## src/cfb_pkg.sv

```systemverilog
// Shared types and constants of the checksummed frame builder.
`timescale 1ns / 1ps

package cfb_pkg;

    localparam int MAX_PAYLOAD = 4096;
    localparam int LEN_W       = 13;
    localparam int QUEUE_DEPTH = 4;
    localparam int QPTR_W      = $clog2(QUEUE_DEPTH);
    localparam int QCNT_W      = $clog2(QUEUE_DEPTH + 1);
    localparam int CFG_ADDR_W  = 8;

    localparam logic [CFG_ADDR_W-1:0] CFG_IDX_START_CODE = CFG_ADDR_W'(0);
    localparam logic [CFG_ADDR_W-1:0] CFG_IDX_END_CODE   = CFG_ADDR_W'(1);

    localparam logic ACT_HEADER  = 1'b0;
    localparam logic ACT_PAYLOAD = 1'b1;

    localparam logic [LEN_W-1:0] LEN_MAX = LEN_W'(MAX_PAYLOAD);

    typedef enum logic {
        KIND_HEADER,
        KIND_PAYLOAD
    } t_kind;

    // One request handed from the front to the back.
    typedef struct packed {
        t_kind             kind;
        logic              last;
        logic [7:0]        data;
        logic [15:0]       command;
        logic [7:0]        device;
        logic [LEN_W-1:0]  length;
    } t_cmd;

    typedef enum logic [3:0] {
        ST_IDLE,
        ST_LEN3,
        ST_LEN2,
        ST_LEN1,
        ST_LEN0,
        ST_CMDH,
        ST_CMDL,
        ST_DEV,
        ST_CSH,
        ST_CSL,
        ST_END
    } t_state;

endpackage

```

## src/cfb_front.sv

```systemverilog
// Front end: accepts requests, tracks the open frame and queues work.
`timescale 1ns / 1ps

module cfb_front (
    input  logic                        i_clk,
    input  logic                        i_rst_n,
    input  logic                        i_valid,
    output logic                        o_ready,
    input  logic                        i_action,
    input  logic [15:0]                 i_command,
    input  logic [7:0]                  i_device,
    input  logic [cfb_pkg::LEN_W-1:0]   i_length,
    input  logic [7:0]                  i_data,
    input  logic                        i_full,
    output logic                        o_push,
    output cfb_pkg::t_cmd               o_cmd
);

    logic                      r_open;
    logic [cfb_pkg::LEN_W-1:0] r_remain;
    logic                      n_open;
    logic [cfb_pkg::LEN_W-1:0] n_remain;
    logic [cfb_pkg::LEN_W-1:0] w_len;
    logic                      w_accept;

    assign o_ready  = !i_full;
    assign w_accept = i_valid && o_ready;
    assign w_len    = (i_length > cfb_pkg::LEN_MAX) ? cfb_pkg::LEN_MAX : i_length;

    always_comb begin
        n_open          = r_open;
        n_remain        = r_remain;
        o_push          = 1'b0;
        o_cmd.kind      = cfb_pkg::KIND_HEADER;
        o_cmd.last      = 1'b0;
        o_cmd.data      = i_data;
        o_cmd.command   = i_command;
        o_cmd.device    = i_device;
        o_cmd.length    = w_len;
        if (w_accept) begin
            unique case (i_action)
                cfb_pkg::ACT_HEADER: begin
                    // abandon any open frame and restart the count
                    o_push   = 1'b1;
                    n_open   = (w_len != '0);
                    n_remain = w_len;
                end
                cfb_pkg::ACT_PAYLOAD: begin
                    o_cmd.kind = cfb_pkg::KIND_PAYLOAD;
                    o_cmd.last = (r_remain == cfb_pkg::LEN_W'(1));
                    // drop payload with no open frame
                    if (r_open && (r_remain != '0)) begin
                        o_push   = 1'b1;
                        n_remain = r_remain - cfb_pkg::LEN_W'(1);
                        n_open   = (r_remain != cfb_pkg::LEN_W'(1));
                    end
                end
                default: begin
                    o_push = 1'b0;
                end
            endcase
        end
    end

    always_ff @(posedge i_clk) begin
        if (!i_rst_n) begin
            r_open   <= 1'b0;
            r_remain <= '0;
        end else begin
            r_open   <= n_open;
            r_remain <= n_remain;
        end
    end

endmodule

```

## src/cfb_queue.sv

```systemverilog
// Short shift queue of requests between front and back.
`timescale 1ns / 1ps

module cfb_queue (
    input  logic          i_clk,
    input  logic          i_rst_n,
    input  logic          i_push,
    input  cfb_pkg::t_cmd i_cmd,
    output logic          o_full,
    input  logic          i_pop,
    output logic          o_valid,
    output cfb_pkg::t_cmd o_cmd
);

    cfb_pkg::t_cmd              r_q [cfb_pkg::QUEUE_DEPTH];
    logic [cfb_pkg::QCNT_W-1:0] r_count;
    logic [cfb_pkg::QCNT_W-1:0] w_wr_slot;
    logic [cfb_pkg::QPTR_W-1:0] w_wr_idx;

    assign o_full    = (r_count == cfb_pkg::QCNT_W'(cfb_pkg::QUEUE_DEPTH));
    assign o_valid   = (r_count != '0);
    assign o_cmd     = r_q[0];
    assign w_wr_slot = i_pop ? (r_count - cfb_pkg::QCNT_W'(1)) : r_count;
    assign w_wr_idx  = w_wr_slot[cfb_pkg::QPTR_W-1:0];

    // Each entry takes the incoming request or shifts down on a pop.
    always_ff @(posedge i_clk) begin
        for (int i = 0; i < cfb_pkg::QUEUE_DEPTH - 1; i++) begin
            if (i_push && (w_wr_idx == cfb_pkg::QPTR_W'(i))) begin
                r_q[i] <= i_cmd;
            end else if (i_pop) begin
                r_q[i] <= r_q[i+1];
            end
        end
        if (i_push && (w_wr_idx == cfb_pkg::QPTR_W'(cfb_pkg::QUEUE_DEPTH - 1))) begin
            r_q[cfb_pkg::QUEUE_DEPTH-1] <= i_cmd;
        end
    end

    always_ff @(posedge i_clk) begin
        if (!i_rst_n) begin
            r_count <= '0;
        end else begin
            r_count <= r_count + cfb_pkg::QCNT_W'(i_push) - cfb_pkg::QCNT_W'(i_pop);
        end
    end

endmodule

```

## src/cfb_back.sv

```systemverilog
// Back end: serializes queued requests into frame bytes with the checksum.
`timescale 1ns / 1ps

module cfb_back (
    input  logic          i_clk,
    input  logic          i_rst_n,
    input  logic [7:0]    i_start_code,
    input  logic [7:0]    i_end_code,
    input  logic          i_q_valid,
    input  cfb_pkg::t_cmd i_q_cmd,
    output logic          o_pop,
    output logic          o_valid,
    input  logic          i_ready,
    output logic [7:0]    o_byte,
    output logic          o_last
);

    cfb_pkg::t_state           r_state;
    cfb_pkg::t_state           n_state;
    logic [15:0]               r_command;
    logic [7:0]                r_device;
    logic [cfb_pkg::LEN_W-1:0] r_length;
    logic [15:0]               r_sum;
    logic [7:0]                r_pend;
    logic                      r_parity;
    logic                      r_out_valid;
    logic [7:0]                r_out_byte;
    logic                      r_out_last;

    logic        w_free;
    logic        w_emit;
    logic [7:0]  w_byte;
    logic        w_last;
    logic        w_sum_en;
    logic        w_clear;
    logic        w_load;
    logic        w_fin;
    logic [15:0] w_final;

    // ones' complement add with end-around carry
    function automatic logic [15:0] f_oc_add(input logic [15:0] a, input logic [15:0] b);
        logic [16:0] s;
        s = {1'b0, a} + {1'b0, b};
        f_oc_add = s[15:0] + {15'd0, s[16]};
    endfunction

    assign w_free  = !r_out_valid || i_ready;
    assign w_final = r_parity ? f_oc_add(r_sum, {8'd0, r_pend}) : r_sum;

    always_comb begin
        n_state = r_state;
        if (w_free) begin
            unique case (r_state)
                cfb_pkg::ST_IDLE: begin
                    if (i_q_valid) begin
                        if (i_q_cmd.kind == cfb_pkg::KIND_HEADER) begin
                            n_state = cfb_pkg::ST_LEN3;
                        end else if (i_q_cmd.last) begin
                            n_state = cfb_pkg::ST_CSH;
                        end
                    end
                end
                cfb_pkg::ST_LEN3: n_state = cfb_pkg::ST_LEN2;
                cfb_pkg::ST_LEN2: n_state = cfb_pkg::ST_LEN1;
                cfb_pkg::ST_LEN1: n_state = cfb_pkg::ST_LEN0;
                cfb_pkg::ST_LEN0: n_state = cfb_pkg::ST_CMDH;
                cfb_pkg::ST_CMDH: n_state = cfb_pkg::ST_CMDL;
                cfb_pkg::ST_CMDL: n_state = cfb_pkg::ST_DEV;
                cfb_pkg::ST_DEV: begin
                    n_state = (r_length == '0) ? cfb_pkg::ST_CSH : cfb_pkg::ST_IDLE;
                end
                cfb_pkg::ST_CSH:  n_state = cfb_pkg::ST_CSL;
                cfb_pkg::ST_CSL:  n_state = cfb_pkg::ST_END;
                cfb_pkg::ST_END:  n_state = cfb_pkg::ST_IDLE;
                default:          n_state = cfb_pkg::ST_IDLE;
            endcase
        end
    end

    always_comb begin
        o_pop    = 1'b0;
        w_emit   = w_free;
        w_byte   = 8'd0;
        w_last   = 1'b0;
        w_sum_en = 1'b0;
        w_clear  = 1'b0;
        w_load   = 1'b0;
        w_fin    = 1'b0;
        unique case (r_state)
            cfb_pkg::ST_IDLE: begin
                o_pop  = w_free && i_q_valid;
                w_emit = o_pop;
                if (i_q_cmd.kind == cfb_pkg::KIND_HEADER) begin
                    w_byte  = i_start_code;
                    w_clear = o_pop;
                    w_load  = o_pop;
                end else begin
                    w_byte   = i_q_cmd.data;
                    w_sum_en = o_pop;
                end
            end
            cfb_pkg::ST_LEN3: begin
                w_sum_en = w_free;
            end
            cfb_pkg::ST_LEN2: begin
                w_sum_en = w_free;
            end
            cfb_pkg::ST_LEN1: begin
                w_byte   = 8'(r_length >> 8);
                w_sum_en = w_free;
            end
            cfb_pkg::ST_LEN0: begin
                w_byte   = r_length[7:0];
                w_sum_en = w_free;
            end
            cfb_pkg::ST_CMDH: begin
                w_byte   = r_command[15:8];
                w_sum_en = w_free;
            end
            cfb_pkg::ST_CMDL: begin
                w_byte   = r_command[7:0];
                w_sum_en = w_free;
            end
            cfb_pkg::ST_DEV: begin
                w_byte   = r_device;
                w_sum_en = w_free;
            end
            cfb_pkg::ST_CSH: begin
                w_byte = ~w_final[15:8];
                w_fin  = w_free;
            end
            cfb_pkg::ST_CSL: begin
                w_byte = ~r_sum[7:0];
            end
            cfb_pkg::ST_END: begin
                w_byte  = i_end_code;
                w_last  = 1'b1;
                w_clear = w_free;
            end
            default: begin
                w_emit = 1'b0;
            end
        endcase
    end

    always_ff @(posedge i_clk) begin
        if (!i_rst_n) begin
            r_state     <= cfb_pkg::ST_IDLE;
            r_out_valid <= 1'b0;
            r_sum       <= '0;
            r_pend      <= '0;
            r_parity    <= 1'b0;
        end else begin
            r_state <= n_state;
            if (w_emit) begin
                r_out_valid <= 1'b1;
            end else if (i_ready) begin
                r_out_valid <= 1'b0;
            end
            if (w_clear) begin
                r_sum    <= '0;
                r_pend   <= '0;
                r_parity <= 1'b0;
            end else if (w_sum_en) begin
                if (!r_parity) begin
                    r_pend   <= w_byte;
                    r_parity <= 1'b1;
                end else begin
                    r_sum    <= f_oc_add(r_sum, {w_byte, r_pend});
                    r_pend   <= '0;
                    r_parity <= 1'b0;
                end
            end else if (w_fin) begin
                r_sum    <= w_final;
                r_pend   <= '0;
                r_parity <= 1'b0;
            end
        end
    end

    always_ff @(posedge i_clk) begin
        if (w_emit) begin
            r_out_byte <= w_byte;
            r_out_last <= w_last;
        end
        if (w_load) begin
            r_command <= i_q_cmd.command;
            r_device  <= i_q_cmd.device;
            r_length  <= i_q_cmd.length;
        end
    end

    assign o_valid = r_out_valid;
    assign o_byte  = r_out_byte;
    assign o_last  = r_out_last;

endmodule

```

## src/checksummed_frame_builder_core.sv

```systemverilog
// Top level of the checksummed command frame builder.
// Usage:
//   Slave channel (i_s_*): one request per handshake. tuser = action
//   (0 header, 1 payload byte). A header yields start code, 32-bit length,
//   16-bit command and device byte; payload bytes pass through; after the
//   last payload byte (or straight after a zero-length header) come the
//   inverted checksum, high byte first, and the end code with tlast set.
//   Payload with no open frame is dropped. Lengths above 4096 saturate.
//   Master channel (o_m_*): one frame byte per handshake, tlast on end code.
//   Config channel (i_cfg_*): index 0 start code, index 1 end code; always
//   ready; write only while the block is idle.
// Timing:
//   On an idle block an accepted request is registered in the queue and then in
//   the output register before tvalid rises. Payload runs at one byte per cycle
//   while the receiver is ready; a header yields 8 frame bytes (11 with zero
//   length); the last payload byte adds 3 trailer bytes.
//   A 4-entry request queue between front and back absorbs header bursts;
//   tready drops when it is full.
// Reset clears frame state, the queue and both config registers. A stalled
// receiver holds the output byte; the queue keeps accepting until full.
`timescale 1ns / 1ps

module checksummed_frame_builder_core (
    input  logic                             i_clk,
    input  logic                             i_rst_n,
    input  logic                             i_s_tvalid,
    output logic                             o_s_tready,
    // [15:0] command_code, [23:16] device_number, [36:24] payload_length,
    // [44:37] data_byte, [47:45] zero
    input  logic [47:0]                      i_s_tdata,
    // [0] action
    input  logic                             i_s_tuser,
    output logic                             o_m_tvalid,
    input  logic                             i_m_tready,
    // [7:0] out_byte
    output logic [7:0]                       o_m_tdata,
    output logic                             o_m_tlast,
    input  logic                             i_cfg_valid,
    output logic                             o_cfg_ready,
    input  logic [cfb_pkg::CFG_ADDR_W-1:0]   i_cfg_addr,
    input  logic [7:0]                       i_cfg_data
);

    logic [7:0]    r_start_code;
    logic [7:0]    r_end_code;
    logic          w_push;
    logic          w_full;
    logic          w_pop;
    logic          w_q_valid;
    cfb_pkg::t_cmd w_push_cmd;
    cfb_pkg::t_cmd w_q_cmd;

    // Config writes are always taken.
    assign o_cfg_ready = 1'b1;

    always_ff @(posedge i_clk) begin
        if (!i_rst_n) begin
            r_start_code <= 8'd0;
            r_end_code   <= 8'd0;
        end else if (i_cfg_valid && o_cfg_ready) begin
            unique case (i_cfg_addr)
                cfb_pkg::CFG_IDX_START_CODE: r_start_code <= i_cfg_data;
                cfb_pkg::CFG_IDX_END_CODE:   r_end_code   <= i_cfg_data;
                default: begin
                    // drop writes to unknown registers
                end
            endcase
        end
    end

    // Front: classify requests and track the payload count.
    cfb_front u_front (
        .i_clk     (i_clk),
        .i_rst_n   (i_rst_n),
        .i_valid   (i_s_tvalid),
        .o_ready   (o_s_tready),
        .i_action  (i_s_tuser),
        .i_command (i_s_tdata[15:0]),
        .i_device  (i_s_tdata[23:16]),
        .i_length  (i_s_tdata[36:24]),
        .i_data    (i_s_tdata[44:37]),
        .i_full    (w_full),
        .o_push    (w_push),
        .o_cmd     (w_push_cmd)
    );

    // Queue: decouple request intake from byte serialization.
    cfb_queue u_queue (
        .i_clk   (i_clk),
        .i_rst_n (i_rst_n),
        .i_push  (w_push),
        .i_cmd   (w_push_cmd),
        .o_full  (w_full),
        .i_pop   (w_pop),
        .o_valid (w_q_valid),
        .o_cmd   (w_q_cmd)
    );

    // Back: emit frame bytes and fold the checksum.
    cfb_back u_back (
        .i_clk        (i_clk),
        .i_rst_n      (i_rst_n),
        .i_start_code (r_start_code),
        .i_end_code   (r_end_code),
        .i_q_valid    (w_q_valid),
        .i_q_cmd      (w_q_cmd),
        .o_pop        (w_pop),
        .o_valid      (o_m_tvalid),
        .i_ready      (i_m_tready),
        .o_byte       (o_m_tdata),
        .o_last       (o_m_tlast)
    );

endmodule

```

## config.mk

```make
export PLATFORM = sky130hd
export DESIGN_NAME = checksummed_frame_builder_core
export DESIGN_NICKNAME = d
export VERILOG_FILES = /design/src/cfb_pkg.sv /design/src/cfb_front.sv /design/src/cfb_queue.sv /design/src/cfb_back.sv /design/src/checksummed_frame_builder_core.sv
export SDC_FILE = /design/constraint.sdc
export NUM_CORES = 1
export LEC_CHECK = 0
export ABC_AREA = 1
export BUFFER_PORTS_ARGS = -buffer_cell sky130_fd_sc_hd__buf_2
export CAP_MARGIN = 20
export CORE_UTILIZATION = 50
export CTS_BUF_LIST = sky130_fd_sc_hd__clkbuf_4 sky130_fd_sc_hd__clkbuf_8 sky130_fd_sc_hd__clkbuf_16
export CTS_CLUSTER_DIAMETER = 40
export DETAILED_ROUTE_END_ITERATION = 16
export GPL_TIMING_DRIVEN = 1
export PLACE_DENSITY = 0.65
export SYNTH_ARGS = -nofsm -noshare
export SYNTH_HDL_FRONTEND = slang
export SYNTH_SLANG_ARGS = --single-unit
```

## constraint.sdc

```tcl
create_clock -name i_clk -period 8.7 [get_ports i_clk]
set_input_delay 2.175 -clock i_clk [delete_from_list [all_inputs] [get_ports i_clk]]
set_output_delay 2.175 -clock i_clk [all_outputs]
set_load 0.05 [all_outputs]
```

==> results.yml, run 1 <==
synthesis:
  synth-edff-count: 234
  ys_ff_latch: 297
  async_flop_share_pct: 0
  synth_area_leaders: "edfxtp_1 (49%), mux2_2 (9.6%), dfxtp_1 (8.8%)"
  yosysSeqAreaShare_pct: 57.6
  synth_area_sq_um: 14400
  postSynthNetCount: 1426
  synth_ff_type: "edfxtp_1"
  yosys_warnings: 0
  synth.distinct_cells: 61
  synth_cells: 1333
  synth_top_area_share_pct: 48.8
  yosysTopAreaCell: "edfxtp_1"
  syn_avg_cell_area_sq_um: 10.8
route:
  m1WireLength_mm: 14.5
  top_layer: "met5"
  routedWlPerCell_um: 17.4
  dr.pass1.iters: 5
  wl_met3_mm: 1.28
  wl_met2_mm: 15.4
  detail_route.drc_violations: 0
  postRouteAntennaNets: 0
  drtIter0Drc: 755
  num_vias: 9919
  wl_mm: 31.9
  viasPerCell: 5.42
clocking:
  cts_setup_buffers: 0
  cts_buffer_depth: 3
  htreeDepth: 2
  cts-hold-fix-buffers: 0
  path_clk_slew_ps: 60
  clkSinkCount: 297
  root_buffer: "clkbuf_16"
  cts_tree: "built"
  cts-buffers-inserted: 40
  clk_latency_ps: 530
  postCtsResizedCells: 0
setup_path:
  worstSetupPathType: "reg2reg"
  crit_fanout: 5
  cp.arrival_ps: 8140
  worst_setup_path_end_kind: "flip-flop"
  slowest_stage: "ha_1"
  critPathLaunchType: "flip-flop"
  max_stage_delay_ps: 500
  cp.required_ps: 9080
sta:
  finClkSkew_ps: 16.8
  worst-slew-pin-transition_ps: 1060
  fin_crit_sh_pct: 89.2
  slew_viol_final: 0
  setup_viol: 0
  hold_slack_ps: 412
  min_period_ps: 7760
  max_slew_margin_pct: 29.5
  tns_ps: 0
  max_freq_ghz: 0.129
  rsz0062_at_grt: "false"
  finalHoldViolations: 0
die:
  rows: 61
  start_util_pct: 51.2
  fp.dieW_um: 172
  coreArea_sq_um: 28100
  ios: 82
  die_y_um: 172
  fp.dieArea_sq_um: 29500
placement:
  place_congestion: 0.901
  placed_area_sq_um: 15200
  hpwl_mm: 21.6
  portBuffers: 77
status:
  status: "complete, no violations"
job:
  max_cap_violations: 0
hold_path:
  hp-class: "reg2reg"
finish:
  antennaDiodeCount: 0
  areaGrowthSynthToFinish_pct: 15.1
  layout-drive-gt1-share_pct: 25.8
  nNetsFinal: 1514
  final_cell_mix: "edfxtp_1 (234), nand2_1 (217), mux2_2 (123), inv_1 (115), nor2_1 (106)"
  stdcell_area_sq_um: 16600
  final_common_cell: "edfxtp_1"
  fillers: 2360
global_route:
  grt_pass1_wl_mm: 50.8
  grt_pass1_vias: 9653
  grt_max_degree: 51
  gr-total-overflow: 0
  antenna_found_initial: 1
  track_usage_pct: 22.3
pwr:
  power_w: 0.00690
  p_leak_nw: 6.53
  powerDensity_nw_per_um2: 417
  max-vdd-ir-drop_mv: 0.253
[routing by layer]
layer	global-route usage [%]	vias to the layer above
met3	3.36	58
met1	29.6	4757
met4	6.91	2
met2	37.6	217
met5	0	-
li1	-	4885
[registers in the layout (all words and copies together) (netlist names)]
| register | cells |
|---|---|
| r_end_code | 8 |
| r_start_code | 8 |
| u_back.o_byte | 8 |
| u_back.o_last | 1 |
| u_back.o_valid | 1 |
| u_back.r_command | 16 |
| u_back.r_device | 8 |
| u_back.r_length | 13 |
| u_back.r_parity | 1 |
| u_back.r_pend | 8 |
| u_back.r_state | 4 |
| u_back.r_sum | 16 |
| u_front.r_open | 1 |
| u_front.r_remain | 13 |
| u_queue.r_count | 3 |
| u_queue.r_q | 188 |
[cell type report]
cell class                      count  area, sq um  area share, %
Clock buffer                       43         1040           6.28
Inverter                          133          499           3.01
Tap cell                          378          473           2.85
Multi-Input combinational cell    863         5470           33.0
Timing Repair Buffer               86          465           2.81
Sequential cell                   297         8290           50.0
Clock inverter                     31          330           1.99
[worst max-delay path, delay by kind of cell, from the launching register on]
kind | cells | cell delay [ps]
buf+inv | 4 | 240
flops | 1 | 360
compound gates | 7 | 930
simple gates | 27 | 4340
fa+ha+maj | 6 | 1750
[cells in the mapped netlist (all sizes together), types with 11 or more instances]
master	n
a211oi	21
a21oi	68
a221oi	11
buf	21
clkbuf	19
dfxtp	63
edfxtp	234
ha	21
inv	129
mux2	132
nand2	259
nand3	91
nand4	14
nor2	125
o21ai	45
[final timing paths]
kind / start / to / slack [ps] / cells past startpoint
setup / recovery: u_back.r_sum[0] / u_back.r_sum[14] / 940 / 44
hold / removal: u_queue.r_q[0][9] / u_back.r_length[9] / 410 / 0
setup reg to reg: u_back.r_sum[0] / u_back.r_sum[14] / 940 / 44
hold reg to reg: u_queue.r_q[0][9] / u_back.r_length[9] / 410 / 0
[through the flow]
stage | cells | setup WS (ps) | utilization (%)
after CTS | 1830 | 1030 | 58.9
after floorplan | 1333 | 1780 | -
after global placement | 1756 | 1300 | 54.0
after detailed placement | 1756 | 1050 | 54.0
after global routing | 1831 | 459 | 59.0
final | 1831 | 939 | 59.0
[kinds of logic (layout without fill, tap and decap cells)]
logic type | count (synthesis) | count (layout) | share of synthesized area (%)
XOR/XNOR | 18 | 18 | 1.10
other | 1 | 1 | 0.0261
AND/OR/NAND/NOR | 516 | 516 | 16.9
flip-flops | 297 | 297 | 57.6
adder cells (fa/ha/maj) | 23 | 23 | 2.10
multiplexers | 133 | 133 | 10.4
buffers and inverters | 173 | 293 | 4.65
AO/OA/AOI/OAI | 172 | 172 | 7.27
[where the power goes]
part / switching [W] / total, W / leakage [nW] / internal, W
Combinational: 0.00171 / 0.00260 / 3.14 / 0.000892
Sequential: 0.000214 / 0.00265 / 2.73 / 0.00244
Clock: 0.000641 / 0.00165 / 0.660 / 0.00101
Note: power is estimated with default switching activity, not from simulation.
==> inputs of run 2 (changes only) <==
--- a/config.mk
+++ b/config.mk
@@ -5,7 +5,6 @@
 export SDC_FILE = /design/constraint.sdc
 export NUM_CORES = 1
 export LEC_CHECK = 0
-export ABC_AREA = 1
 export BUFFER_PORTS_ARGS = -buffer_cell sky130_fd_sc_hd__buf_2
 export CAP_MARGIN = 20
 export CORE_UTILIZATION = 50
==> run 2 against run 1 <==
Compared with the run above:
- sequential power shrank 2%
- register-to-register slack better by 250 ps
- non-clock buffer count increased by 5
- critical path depth down 9
- critical endpoint unchanged
- utilization decreased by 0.65 points
- first-iteration DRC count grew 7.4%
- routed wire length is 4.5% higher
==> results.yml, run 2 <==
synthesis:
  yosys_warnings: 0
  postSynthNetCount: 1328
  syn_avg_cell_area_sq_um: 11.8
  synth-edff-count: 234
  synth.distinct_cells: 92
  synth_top_area_share_pct: 48.3
  async_flop_share_pct: 0
  synth_ff_type: "edfxtp_1"
  synth_area_sq_um: 14500
  synth_cells: 1235
  yosysTopAreaCell: "edfxtp_1"
  synth_area_leaders: "edfxtp_1 (48%), dfxtp_1 (8.7%), mux2_2 (7.7%)"
  synth_common_cells: "edfxtp_1 (234), nand2_1 (111), mux2_2 (100)"
  yosysMostFrequentCell: "edfxtp_1"
  ys_ff_latch: 297
  yosysSeqAreaShare_pct: 57.0
clocking:
  postCtsResizedCells: 0
  htreeDepth: 2
  cts_tree: "built"
  clkSinkCount: 297
  path_clk_slew_ps: 60
  cts_setup_buffers: 0
  cts-buffers-inserted: 40
  clk_latency_ps: 540
  cts_buffer_depth: 3
  root_buffer: "clkbuf_16"
  cts-hold-fix-buffers: 0
setup_path:
  cp.required_ps: 9150
  worst_setup_path_end_kind: "flip-flop"
  reg2reg_slack_ps: 1190
  r2r.worst_path.cells: 35
  worst-path-buf-inv: 0
  worst_path_most_repeated_cell: "ha_1"
  slowest_stage: "or4_4"
  cp.arrival_ps: 7970
  reg2reg_to: "u_back.r_sum[14]"
  crit_fanout: 4
  worstSetupPathType: "reg2reg"
  max_stage_delay_ps: 510
  critPathTopFamily: "simple AND/OR/NAND/NOR gates"
  critPathLaunchType: "flip-flop"
  r2r_start: "u_back.r_sum[0]"
route:
  wl_mm: 33.3
  detail_route.drc_violations: 0
  dr.pass1.iters: 5
  viasPerCell: 5.74
  num_vias: 9856
  postRouteAntennaNets: 0
  routedWlPerCell_um: 19.4
  drtIter0Drc: 811
global_route:
  grt_max_degree: 62
  grt_pass1_wl_mm: 53.7
  antenna_found_initial: 1
  track_usage_pct: 22.7
  grt_pass1_vias: 9819
  gr-total-overflow: 0
die:
  fp.dieW_um: 173
  start_util_pct: 50.8
  die_y_um: 173
  coreArea_sq_um: 28600
  rows: 62
  ios: 82
  fp.dieArea_sq_um: 29800
sta:
  max_freq_ghz: 0.133
  setup_viol: 0
  finalHoldViolations: 0
  fin_crit_sh_pct: 86.4
  finClkSkew_ps: 41.0
  hold_slack_ps: 416
  tns_ps: 0
  rsz0062_at_grt: "false"
  worst-slew-pin-transition_ps: 1050
  max_slew_margin_pct: 30.1
  slew_viol_final: 0
  min_period_ps: 7510
placement:
  hpwl_mm: 22.5
  portBuffers: 77
  place_congestion: 0.907
hold_path:
  hp-start: "u_queue.r_q[0][23]"
  worstHoldPathCells: 0
  hp-class: "reg2reg"
  worstHoldEndpoint: "u_back.r_command[2]"
job:
  max_cap_violations: 0
pwr:
  max-vdd-ir-drop_mv: 0.295
  powerDensity_nw_per_um2: 388
  p_leak_nw: 6.03
finish:
  final_common_cell: "edfxtp_1"
  largest_register_ffs: 188
  layout-drive-gt1-share_pct: 22.6
  regMostFlops: "u_queue.r_q"
  final_cell_mix: "edfxtp_1 (234), nand2_1 (111), mux2_2 (100), o21ai_0 (91), buf_2 (77)"
  post-route-util_pct: 58.3
  nNetsFinal: 1394
  areaGrowthSynthToFinish_pct: 14.8
  top_regs: "u_queue.r_q: 188 flops, u_back.r_command: 16 flops, u_back.r_sum: 16 flops"
status:
  status: "complete, no violations"
-- run 2: cell count changes after synthesis, moves of 29 or more --
cell	delta
inv_1	-80
nor2_1	-50
nand2_1	-112
nand2_2	-29
clkbuf_1	+37
mux2i_1	+32
nand3_1	-49
o21ai_0	+51
nor2b_1	+30
-- run 2: per-stage QoR --
stage / power [W] / instance area, sq um / std cells / worst slack [ps]
4_1_cts: 0.00652 / 16700 / 1716 / 1230
2_1_floorplan: 0.00424 / 14500 / 1235 / 1550
3_5_place_dp: 0.00488 / 15300 / 1642 / 1280
5_1_grt: 0.00685 / 16700 / 1718 / 566
6_report: 0.00648 / 16700 / 1718 / 1190
3_3_place_gp: 0.00482 / 15300 / 1642 / 1290
-- run 2: kinds of logic (layout without fill, tap and decap cells) --
logic type	after synthesis	count (layout)	synth area share, %
compound gates	276	276	12.7
xor+xnor	34	34	2.20
fa+ha+maj	26	26	2.30
buf+inv	103	201	2.77
flops	297	297	57.0
mux	133	133	10.0
other cells	1	2	0.0258
simple gates	365	365	13.0
-- run 2: worst max-delay path by stage --
stage                    startpoint                 to  slack, ps  depth (start not counted)
floorplan                i_m_tready  u_queue.r_q[1][0]       1550                          6
global placement    u_back.r_sum[0]   u_back.r_sum[14]       1290                         34
detailed placement  u_back.r_sum[0]   u_back.r_sum[14]       1280                         28
CTS                 u_back.r_sum[0]   u_back.r_sum[14]       1230                         34
global route        u_back.r_sum[0]   u_back.r_sum[14]        570                         35
finish              u_back.r_sum[0]   u_back.r_sum[14]       1190                         35
-- run 2: cell type report --
type / instances / area, sq um
Multi-Input combinational cell: 835 / 5940
Clock inverter: 26 / 287
Timing Repair Buffer: 91 / 494
Inverter: 36 / 135
Clock buffer: 48 / 1070
Fill cell: 2382 / 11900
Tap cell: 384 / 480
Sequential cell: 297 / 8290
Antenna cell: 1 / 2.50
-- run 2: routing by layer --
layer / up-vias / track usage [%] / share of wire [%]
met5: - / 0 / 0
met4: 0 / 7.40 / 2.7
met2: 206 / 36.9 / 47
li1: 4791 / - / -
met1: 4800 / 31.3 / 47
met3: 59 / 3.23 / 4.0
-- run 2: where the power goes --
group | internal (W) | switching, W | total [W] | leakage (nW)
registers | 0.00237 | 0.000232 | 0.00260 | 2.73
logic | 0.000779 | 0.00148 | 0.00226 | 2.64
clock network | 0.000967 | 0.000657 | 0.00162 | 0.664
-- run 2: worst register-to-register path: cells and delay by family (launching register included) --
family | cells | cell delay (ps)
AND/OR/NAND/NOR | 11 | 2440
AO/OA/AOI/OAI | 14 | 2300
adder cells (fa/ha/maj) | 8 | 1960
XOR/XNOR | 2 | 380
flip-flops | 1 | 370
==> inputs of run 3 (changes only) <==
--- a/config.mk
+++ b/config.mk
@@ -7,6 +7,7 @@
 export LEC_CHECK = 0
 export BUFFER_PORTS_ARGS = -buffer_cell sky130_fd_sc_hd__buf_2
 export CAP_MARGIN = 20
+export CORE_ASPECT_RATIO = 0.7
 export CORE_UTILIZATION = 50
 export CTS_BUF_LIST = sky130_fd_sc_hd__clkbuf_4 sky130_fd_sc_hd__clkbuf_8 sky130_fd_sc_hd__clkbuf_16
 export CTS_CLUSTER_DIAMETER = 40
==> run 3 against run 2 <==
Compared with the run above:
- first-iteration DRC count up 11%
- cell area shrank 0.61%
- largest cell class unchanged
- critical path type unchanged
- via count rose by 1.8%
- clock-buffer cell count down 8
- clock power fell by 3%
- worst setup slack got worse by 470 ps
==> results.yml, run 3 (synthesized netlist as in run 2, its figures left out) <==
status:
  status: "complete, no violations"
pwr:
  power_w: 0.00649
  powerDensity_nw_per_um2: 391
  p_leak_nw: 6.00
  p_seq_share_pct: 40.4
  max-vdd-ir-drop_mv: 0.226
  p_switching_w: 0.00237
  clkPwrFrac_pct: 24.2
  internal_power_w: 0.00411
  power_frac_comb_pct: 35.5
  switching_share_pct: 36.6
sta:
  max_slew_margin_pct: 32.5
  finClkSkew_ps: 12.3
  tns_ps: 0
  fin_crit_sh_pct: 91.8
  slew_viol_final: 0
  max_freq_ghz: 0.125
  rsz0062_at_grt: "false"
  worst-slew-pin-transition_ps: 1010
  setup_viol: 0
  finalHoldViolations: 0
  min_period_ps: 7980
finish:
  top_regs: "u_queue.r_q: 188 flops, u_back.r_command: 16 flops, u_back.r_sum: 16 flops"
  layout-drive-gt1-share_pct: 22.0
  final_common_cell: "edfxtp_1"
  final_cell_mix: "edfxtp_1 (234), nand2_1 (111), mux2_2 (100), o21ai_0 (91), buf_2 (77)"
  nNetsFinal: 1390
  multi_input_area_sq_um: 5940
  seq_area_sq_um: 8290
  antennaDiodeCount: 0
  regMostFlops: "u_queue.r_q"
  largest_register_ffs: 188
  areaGrowthSynthToFinish_pct: 14.1
  fillers: 2296
clocking:
  path_clk_slew_ps: 60
  cts_setup_buffers: 0
  htreeDepth: 2
  root_buffer: "clkbuf_16"
  postCtsResizedCells: 0
  cts-hold-fix-buffers: 0
  clk_latency_ps: 520
  cts-buffers-inserted: 35
  cts_tree: "built"
  cts_buffer_depth: 3
  clkSinkCount: 297
setup_path:
  crit_fanout: 4
  worst_path_most_repeated_cell: "ha_1"
  slowest_stage: "or4_4"
  max_stage_delay_ps: 530
  worst_setup_path_end_kind: "flip-flop"
  critPathLaunchType: "flip-flop"
  worst-path-buf-inv: 0
  cp.arrival_ps: 8430
  worstSetupPathType: "reg2reg"
  cp.required_ps: 9140
  critPathTopFamily: "simple AND/OR/NAND/NOR gates"
global_route:
  grt_pass1_vias: 9547
  grt_max_degree: 62
  track_usage_pct: 24.1
  grt_pass1_wl_mm: 54.5
  antenna_found_initial: 1
  gr-total-overflow: 0
route:
  drtIter0Drc: 899
  postRouteAntennaNets: 0
  detail_route.drc_violations: 0
  routedWlPerCell_um: 20.4
  wl_mm: 34.5
  num_vias: 10000
  viasPerCell: 5.92
  dr.pass1.iters: 7
placement:
  hpwl_mm: 23.3
  place_congestion: 0.945
  portBuffers: 77
die:
  die_y_um: 145
  fp.dieArea_sq_um: 29800
  start_util_pct: 51.6
  coreArea_sq_um: 28200
  rows: 51
  fp.dieW_um: 206
  ios: 82
hold_path:
  hp-class: "reg2reg"
job:
  max_cap_violations: 0
[run 3: layout make-up]
type / count / share of cell area [%]
well taps: 371 / 2.80
inverters: 36 / 0.814
clock inverters: 23 / 1.82
repair buffers: 92 / 3.10
clock buffers: 40 / 5.72
multi-input cells: 835 / 35.8
flip-flops and latches: 297 / 49.9
[run 3: power groups by stage]
stage / Combinational (W) / Sequential [W] / Clock, W
global placement: 0.00223 / 0.00262 / 0
CTS: 0.00228 / 0.00262 / 0.00160
floorplan: 0.00159 / 0.00265 / 0
finish: 0.00230 / 0.00262 / 0.00157
detailed placement: 0.00227 / 0.00264 / 0
global route: 0.00251 / 0.00268 / 0.00166
[run 3: final timing paths]
check                                         from             endpoint  slack, ps  cells past startpoint
worst max-delay path               u_back.r_sum[0]     u_back.r_sum[14]        720                     34
worst min-delay path            u_queue.r_q[0][10]  u_back.r_length[10]        420                      0
worst max register to register     u_back.r_sum[0]     u_back.r_sum[14]        720                     34
worst min register to register  u_queue.r_q[0][10]  u_back.r_length[10]        420                      0
[run 3: metrics by stage]
step | setup slack [ps] | cells | utilization [%] | hold slack [ps] | cell area [sq um]
6_report | 716 | 1694 | 58.8 | 419 | 16600
3_3_place_gp | 952 | 1628 | 54.3 | 403 | 15300
5_1_grt | 104 | 1694 | 58.8 | 431 | 16600
2_1_floorplan | 1550 | 1235 | - | 400 | 14500
4_1_cts | 720 | 1691 | 58.7 | 419 | 16600
3_5_place_dp | 767 | 1628 | 54.3 | 405 | 15300
[run 3: metal layers]
metal	vias to the layer above	wire length (um)	global-route usage (%)
li1	4785	-	-
met1	4847	17100	36.8
met3	58	2620	5.15
met5	-	13	0
met4	2	650	6.46
met2	341	14200	34.4
